$ cat config.mk
export PLATFORM = sky130hd
export DESIGN_NAME = kab_control
export DESIGN_NICKNAME = d
export VERILOG_FILES = /design/src/rtl/core/kalman_angle_bias_filter_assert.svh /design/src/rtl/core/kab_pkg.sv /design/src/rtl/core/kab_control.sv
export SDC_FILE = /design/constraint.sdc
export NUM_CORES = 1
export LEC_CHECK = 0
export BUFFER_PORTS_ARGS = -buffer_cell sky130_fd_sc_hd__buf_2
export CORE_MARGIN = 5
export CORE_UTILIZATION = 47
export DETAILED_ROUTE_END_ITERATION = 16
export PLACE_DENSITY = 0.69
export SLEW_MARGIN = 20
export SYNTH_ARGS = -nofsm -noshare
export SYNTH_HDL_FRONTEND = slang
export SYNTH_SLANG_ARGS = --single-unit
$ cat constraint.sdc
create_clock -name clock -period 4.13 [get_ports clock]
set_clock_uncertainty 0.15 [all_clocks]
set_input_delay 0.2065 -clock clock [delete_from_list [all_inputs] [get_ports clock]]
set_output_delay 0.2065 -clock clock [all_outputs]
set_load 0.005 [all_outputs]
$ cat src/rtl/core/kalman_angle_bias_filter_assert.svh
// assertion macros for the kalman angle bias filter
// used by the top level only
`ifndef KALMAN_ANGLE_BIAS_FILTER_ASSERT_SVH
`define KALMAN_ANGLE_BIAS_FILTER_ASSERT_SVH
`ifndef NO_ASSERTIONS
`define KAB_ASSERT_IMP(label, clk, rst, a, c) \
   label: assert property (@(posedge clk) disable iff (rst) (a) |-> (c)) \
      else $error("assertion failed");
`define KAB_ASSERT_NXT(label, clk, rst, a, c) \
   label: assert property (@(posedge clk) disable iff (rst) (a) |=> (c)) \
      else $error("assertion failed");
`else
`define KAB_ASSERT_IMP(label, clk, rst, a, c)
`define KAB_ASSERT_NXT(label, clk, rst, a, c)
`endif
`endif

$ cat src/rtl/core/kab_pkg.sv
// shared types and constants for the kalman angle bias filter
// no dependencies
`timescale 1ns / 1ps
package kab_pkg;
   localparam logic [1:0] CSR_DT = 2'd0;
   localparam logic [1:0] CSR_QA = 2'd1;
   localparam logic [1:0] CSR_QB = 2'd2;
   localparam logic [1:0] CSR_R  = 2'd3;
   localparam int CSR_IDX_W = 3;

   // datapath operations, one per controller step
   typedef enum logic [4:0] {
      OP_NONE, OP_LOAD, OP_ANG_MUL, OP_ANG_ADD, OP_ERR,
      OP_P00_MUL, OP_P00_ADD, OP_P01_MUL, OP_P01_ADD,
      OP_P11_MUL, OP_P11_ADD, OP_DIV0_START, OP_DIV1_START,
      OP_K0P00_MUL, OP_K0P00_ADD, OP_K0P01_MUL, OP_K0P01_ADD,
      OP_K1P00_MUL, OP_K1P00_ADD, OP_K1P01_MUL, OP_K1P01_ADD,
      OP_K0E_MUL, OP_K0E_ADD, OP_K1E_MUL, OP_K1E_ADD, OP_RATE
   } op_type;

   typedef struct packed {
      op_type op;
   } cmd_type;

   typedef struct packed {
      logic div_busy;
   } sts_type;

   function automatic logic signed [31:0] sat32(input logic signed [65:0] x);
      if (x > 66'sd2147483647) return 32'sh7fffffff;
      if (x < -66'sd2147483648) return 32'sh80000000;
      return x[31:0];
   endfunction
endpackage

$ cat src/rtl/core/kab_control.sv
// sequencer stepping the datapath through one filter update
// depends on kab_pkg
`timescale 1ns / 1ps
module kab_control import kab_pkg::*; (
   input  logic    clock,
   input  logic    reset,
   input  logic    req_valid,
   output logic    req_ready,
   output logic    rsp_valid,
   input  logic    rsp_ready,
   output cmd_type cmd,
   input  sts_type sts
);
   localparam logic [2:0] S_IDLE = 3'd0, S_RUN = 3'd1, S_DIV0 = 3'd2,
                          S_DIV1 = 3'd3, S_OUT = 3'd4;
   logic [2:0] state_ff, state_in;
   logic [4:0] step_ff, step_in;
   logic       vld_ff, vld_in;
   op_type     op;

   // step table: each add waits for its mul's product
   always_comb begin
      op = OP_NONE;
      case (step_ff)
         5'd0: op = OP_ANG_MUL;  5'd3: op = OP_ANG_ADD;  5'd4: op = OP_ERR;
         5'd5: op = OP_P00_MUL;  5'd8: op = OP_P00_ADD;
         5'd9: op = OP_P01_MUL;  5'd12: op = OP_P01_ADD;
         5'd13: op = OP_P11_MUL; 5'd16: op = OP_P11_ADD;
         default: op = OP_NONE;
      endcase
   end

   always_comb begin
      state_in = state_ff; step_in = step_ff; vld_in = vld_ff;
      cmd.op = OP_NONE;
      if (vld_ff && rsp_ready) vld_in = 1'b0;
      unique case (state_ff)
         S_IDLE: if (req_valid && !vld_in) begin
            cmd.op = OP_LOAD; state_in = S_RUN; step_in = '0;
         end
         S_RUN: begin
            cmd.op = op; step_in = step_ff + 5'd1;
            if (step_ff == 5'd16) begin state_in = S_DIV0; step_in = '0; end
         end
         S_DIV0: begin
            if (step_ff == 5'd0) begin cmd.op = OP_DIV0_START; step_in = 5'd1; end
            else if (step_ff == 5'd1) step_in = 5'd2;
            else if (!sts.div_busy) begin
               cmd.op = OP_DIV1_START; state_in = S_DIV1; step_in = 5'd1;
            end
         end
         S_DIV1: begin
            if (step_ff == 5'd1) step_in = 5'd2;
            else if (!sts.div_busy) begin state_in = S_OUT; step_in = '0; end
         end
         S_OUT: begin
            step_in = step_ff + 5'd1;
            case (step_ff)
               5'd0: cmd.op = OP_K0P00_MUL;  5'd1: cmd.op = OP_K0P01_MUL;
               5'd2: cmd.op = OP_K1P00_MUL;
               5'd3: cmd.op = OP_K0P00_ADD;  5'd4: cmd.op = OP_K0P01_ADD;
               5'd5: cmd.op = OP_K1P00_ADD;  5'd6: cmd.op = OP_K1P01_MUL;
               5'd9: cmd.op = OP_K1P01_ADD;
               5'd10: cmd.op = OP_K0E_MUL;   5'd13: cmd.op = OP_K0E_ADD;
               5'd14: cmd.op = OP_K1E_MUL;   5'd17: cmd.op = OP_K1E_ADD;
               5'd18: cmd.op = OP_RATE;
               default: cmd.op = OP_NONE;
            endcase
            if (step_ff == 5'd18) begin state_in = S_IDLE; vld_in = 1'b1; end
         end
         default: state_in = S_IDLE;
      endcase
   end

   always_ff @(posedge clock) begin
      if (reset) begin
         state_ff <= S_IDLE; step_ff <= '0; vld_ff <= 1'b0;
      end else begin
         state_ff <= state_in; step_ff <= step_in; vld_ff <= vld_in;
      end
   end
   assign req_ready = (state_ff == S_IDLE) && !(vld_ff && !rsp_ready);
   assign rsp_valid = vld_ff;
endmodule

# After elaboration in Yosys (flattened, before gate mapping)
# Memory sizes are Yosys's and may differ from the RTL's. A register that Yosys moved wholly into a read port is not among the register bits.
# Cells that the tools add are included.
# totals
ff_bits	9
mem_bits_ro	288
inputBits	5
output_inout_bits	7
wordCells	64
mem_count	2
# op_classes
addsub	1
eq_ne	17
mux	29
reduce_logical	12
# mem_list
memory	words	word_bits	read_ports	rd_clocked_by_memory_dff	write_ports	line	text
(no name shown)	32	5	1	1	0	kab_control.sv:58	case (step_ff)
(no name shown)	32	4	1	1	0	kab_control.sv:24	case (step_ff)
# ops
cell	n
5-bit 2-to-1 mux	11
5-bit one-hot mux with 5 select lines	1
3-bit 2-to-1 mux	8
5-bit one-hot mux with 4 select lines	1
2-bit inequality test, second input constant	8
3-bit one-hot mux with 5 select lines	1
4-bit 2-to-1 mux	3
5-bit == test, second input constant	2
8-bit AND reduction	1
3-bit by 2-bit == test with 1-bit output, second input constant	2
5-bit by 1-bit adder with 5-bit output, second input constant	1
5-bit by 1-bit == test with 1-bit output, second input constant	1
5-bit logical NOT	1
5-bit nonzero test	1
1-bit logical AND	4
1-bit 2-to-1 mux	4
4-bit inequality test, second input constant	1
4-bit AND reduction	1
3-bit by 1-bit == test with 1-bit output, second input constant	1
3-bit == test, second input constant	1
1-bit logical NOT	3
3-bit logical NOT	1
3-bit inequality test, second input constant	1

# Depth between registers and ports, before layout
# logic_depth
depth_word	8
mapped_depth	13
depth_no_buf	13

# Worst setup path before layout
# No wires, ideal clock.
# synth_timing
kind	flip-flop to flip-flop
startpoint	register step_ff[0]
endpoint	register (tool-made name)
arrival_ps	2782
required_time_ps	3901
path_slack_ps	1119
path_stages_with_launch	14
n_path_buf	0
path_cell_list	dfxtp_1 -> inv_1 -> ha_1 -> nor4b_1 -> nor2_1 -> o22ai_4 -> nand2_1 -> mux2i_1 -> nor2_1 -> inv_1 -> ha_1 -> nand2b_1 -> or4_1 -> o211ai_1
# synth_lines
element	line	text
start, declared	kab_control.sv:17	logic [4:0] step_ff, step_in;
start signal, assigned	kab_control.sv:79	state_ff <= state_in; step_ff <= step_in; vld_ff <= vld_in;

==> flow_metrics.env <==
export IMPL_place_area_um2=1390
export IMPL_gpl_final_weighted_congestion=0.877
export IMPL_worst_setup_hold_path_clk_slew_ps=110
export IMPL_comb_power_share_pct=50.3
export IMPL_root_buffer="sky130_fd_sc_hd__clkbuf_4"
export IMPL_timing_max_transition_violations_final=0
export IMPL_critical_path_class="flip-flop to flip-flop"
export IMPL_die_width_um=63.2
export IMPL_post_route_period_util_pct=85.7
export IMPL_p_clk_share_pct=16.1
export IMPL_via_per_inst=6.02
export IMPL_finish_net_count=186
export IMPL_ys_warnings_count=0
export IMPL_synthDistinctLibCells=57
export IMPL_mapped_cell_area_um2=1330
export IMPL_period_needed_ps=3540
export IMPL_ctsHtreeMaxLevel=1
export IMPL_synthFlopType="sky130_fd_sc_hd__dfxtp_1"
export IMPL_post_cts_repair_setup_buffers=0
export IMPL_core_area_um2=2730
export IMPL_layout_common_cells="18 x sky130_fd_sc_hd__dfxtp_1, 17 x sky130_fd_sc_hd__nand2_1, 14 x sky130_fd_sc_hd__nor2_1"
export IMPL_fin_hold_ws_ps=92.3
export IMPL_critPathArrivalTime_ps=3600
export IMPL_drt_first_pass_iters=4
export IMPL_drt_drc_violations_left=0
export IMPL_cellLeakagePower_nw=0.578
export IMPL_row_count=19
export IMPL_port_buffers=11
export IMPL_tritoncts="yes"
export IMPL_tritoncts_num_sinks=18
export IMPL_power_density_cell_area_nw_per_um2=473
export IMPL_cts_made_buffers=3
export IMPL_wl_mm=3.04
export IMPL_number_of_global_route_vias_before_repair=1161
export IMPL_final_util_pct=52.1
export IMPL_synthesis_nets=178
export IMPL_num_vias=1216
export IMPL_endpoint_kind="flip-flop"
export IMPL_clock_insertion_delay_at_the_later_pin_of_the_skew_report_ps=290
export IMPL_netsw_mw=0.278
export IMPL_total_negative_setup_slack_ps=0
export IMPL_crit_path_cell_trace="inv_1 -> ha_1 -> nor4b_1 -> nor2_1 -> o22ai_4 -> nand2_1 -> mux2i_1 -> nor2_1 -> inv_1 -> ha_1 -> nand2b_1 -> or4_1 -> o31ai_1"
export IMPL_detailedPlace_worstSlack_ps=616
export IMPL_power_share_sequential_pct=33.6
export IMPL_layoutNonFillerInstCount=202
export IMPL_cts_resized=0
export IMPL_final_setup_worst_slack_ps=590
export IMPL_timing_hold_violations_final=0
export IMPL_cts_hold_buffers_added=0
export IMPL_tightest_slew_ps=668
export IMPL_final_common_cell="sky130_fd_sc_hd__dfxtp_1"
export IMPL_antenna_violation_net_count_after_detailed_routing=0
export IMPL_outcome="complete, no violations"
export IMPL_rsz0062_at_grt="no"
export IMPL_critical_path_slowest_cell="sky130_fd_sc_hd__nor4b_1"
export IMPL_syn_avg_cell_area_um2=8.11
export IMPL_area_growth_syn_to_layout_pct=7.06
export IMPL_buf_inv_on_cp=2
export IMPL_synth_async_reset_ratio_pct=0
export IMPL_max_freq_ghz=0.282
export IMPL_cp_top_family="simple AND/OR/NAND/NOR gates"
export IMPL_power_switching_fraction_pct=41.2
export IMPL_worstHoldPathType="input pin to flip-flop"
export IMPL_n_antenna_cell=0
export IMPL_setup_viol=0
export IMPL_cap_viol_max_count=0
export IMPL_power_total_mw=0.674
export IMPL_grt_use_total_pct=15.7
export IMPL_layout_filler_cells=266
export IMPL_max_clock_path_buffers=2
export IMPL_numPlacedInstances=198
export IMPL_start_util_pct=48.6
export IMPL_synth_edff_count=0
export IMPL_critical_path_max_stage_delay_ps=580
export IMPL_detailedRoute_firstIterationViolations=101
export IMPL_grt_antenna_before_repair=0
export IMPL_grt_overflow_total=0
export IMPL_hpwlAfterDp_mm=2.35
export IMPL_netlist_instances=164
export IMPL_timing_critical_path_required_ps=4180
export IMPL_worst_slew_margin_rel_pct=54.8
export IMPL_p_int_mw=0.396
export IMPL_drive_gt1_share_pct=19.3
export IMPL_cp_max_fo=6
export IMPL_max_vdd_ir_drop_mv=0.329
export IMPL_wire_length_of_the_first_global_routing_pass_mm=5.17
export IMPL_fin_area_um2=1420
export IMPL_fp_dieH_um=63.2
export IMPL_start_kind="flip-flop"
export IMPL_drt_wirelength_per_cell_um=15.0
export IMPL_yosysSeqAreaShare_pct=27.1
export IMPL_maximum_number_of_pins_on_one_net_before_global_route_repair=20
export IMPL_floorplan_io_pins=12
export IMPL_dieArea_um2=3990
export IMPL_ys_ff_latch=18
[final cells by class]
| cell class | instances | area, um2 | share of cell area, % |
|---|---|---|---|
| Timing Repair Buffer | 14 | 77.6 | 5.45 |
| Multi-Input combinational cell | 126 | 877 | 61.6 |
| Tap cell | 31 | 38.8 | 2.72 |
| Clock buffer | 4 | 36.3 | 2.55 |
| Sequential cell | 18 | 360 | 25.3 |
| Inverter | 9 | 33.8 | 2.37 |
[power by group through the flow]
stage	clock network, mW	registers [mW]	logic (mW)
floorplan	0	0.216	0.264
detailed placement	0	0.231	0.336
global placement	0	0.229	0.327
global route	0.122	0.231	0.379
CTS	0.111	0.227	0.338
finish	0.109	0.226	0.339
[worst paths after layout]
| kind | start | endpoint | slack, ps | cells after the start |
|---|---|---|---|---|
| min | rsp_ready | rsp_valid$_SDFF_PP0_ | 90 | 4 |
| min reg2reg | state_ff[1]$_SDFFE_PP0P_ | state_ff[1]$_SDFFE_PP0P_ | 500 | 2 |
| max | step_ff[0]$_SDFFE_PP0N_ | flip-flop | 590 | 13 |
| max reg2reg | step_ff[0]$_SDFFE_PP0N_ | flip-flop | 590 | 13 |
[worst register-to-register path, stage by stage (launching register included)]
cell and delay [ps]:
sky130_fd_sc_hd__dfxtp_1 380, sky130_fd_sc_hd__inv_1 110, sky130_fd_sc_hd__ha_1 240, sky130_fd_sc_hd__nor4b_1 580, sky130_fd_sc_hd__nor2_1 200, sky130_fd_sc_hd__o22ai_4 220
sky130_fd_sc_hd__nand2_1 120, sky130_fd_sc_hd__mux2i_1 190, sky130_fd_sc_hd__nor2_1 210, sky130_fd_sc_hd__inv_1 120, sky130_fd_sc_hd__ha_1 330, sky130_fd_sc_hd__nand2b_1 70
sky130_fd_sc_hd__or4_1 440, sky130_fd_sc_hd__o31ai_1 100
[layer usage]
layer  up-vias  track usage [%]  wire [um]
met1       580             18.7       1320
met2        31             27.8       1520
met4         0             6.23         42
met3         4             2.66        151
met5         -                0          0
li1        601                -          -
[Yosys cell counts (all sizes together), types with 2 or more instances]
cell | n | share of area, %
nor3b | 2 | 1.5
or2 | 3 | 1.4
nor3 | 3 | 1.1
o211ai | 2 | 1.1
a22oi | 2 | 1.1
or4 | 3 | 1.7
and3 | 2 | 1.3
a21bo | 2 | 2.0
nand2 | 18 | 5.6
dfxtp | 18 | 27
a31oi | 2 | 0.94
mux2 | 2 | 1.7
nand2b | 5 | 2.4
o22ai | 2 | 2.0
or3 | 2 | 0.94
inv | 9 | 2.5
nor2 | 14 | 4.0
o32ai | 3 | 2.0
o21a | 2 | 1.1
or4b | 2 | 1.8
and2 | 2 | 1.0
clkbuf | 5 | 1.5
buf | 6 | 2.9
o31ai | 2 | 1.1
ha | 9 | 8.5
nand3 | 3 | 1.1
nand3b | 2 | 1.1
o21ai | 7 | 2.6
mux2i | 2 | 1.5
a21oi | 11 | 4.1
[cell families after synthesis]
group / count (synthesis) / synth area share, %
DFF: 18 / 27.1
xor gates and xnor gates: 1 / 0.659
and+or+nand+nor: 67 / 28.5
muxes: 4 / 3.20
buffers and inverters: 20 / 6.96
adders and majority gates: 9 / 8.47
AOI/OAI and AO/OA: 45 / 25.1
Note: power is estimated with default switching activity, not from simulation.
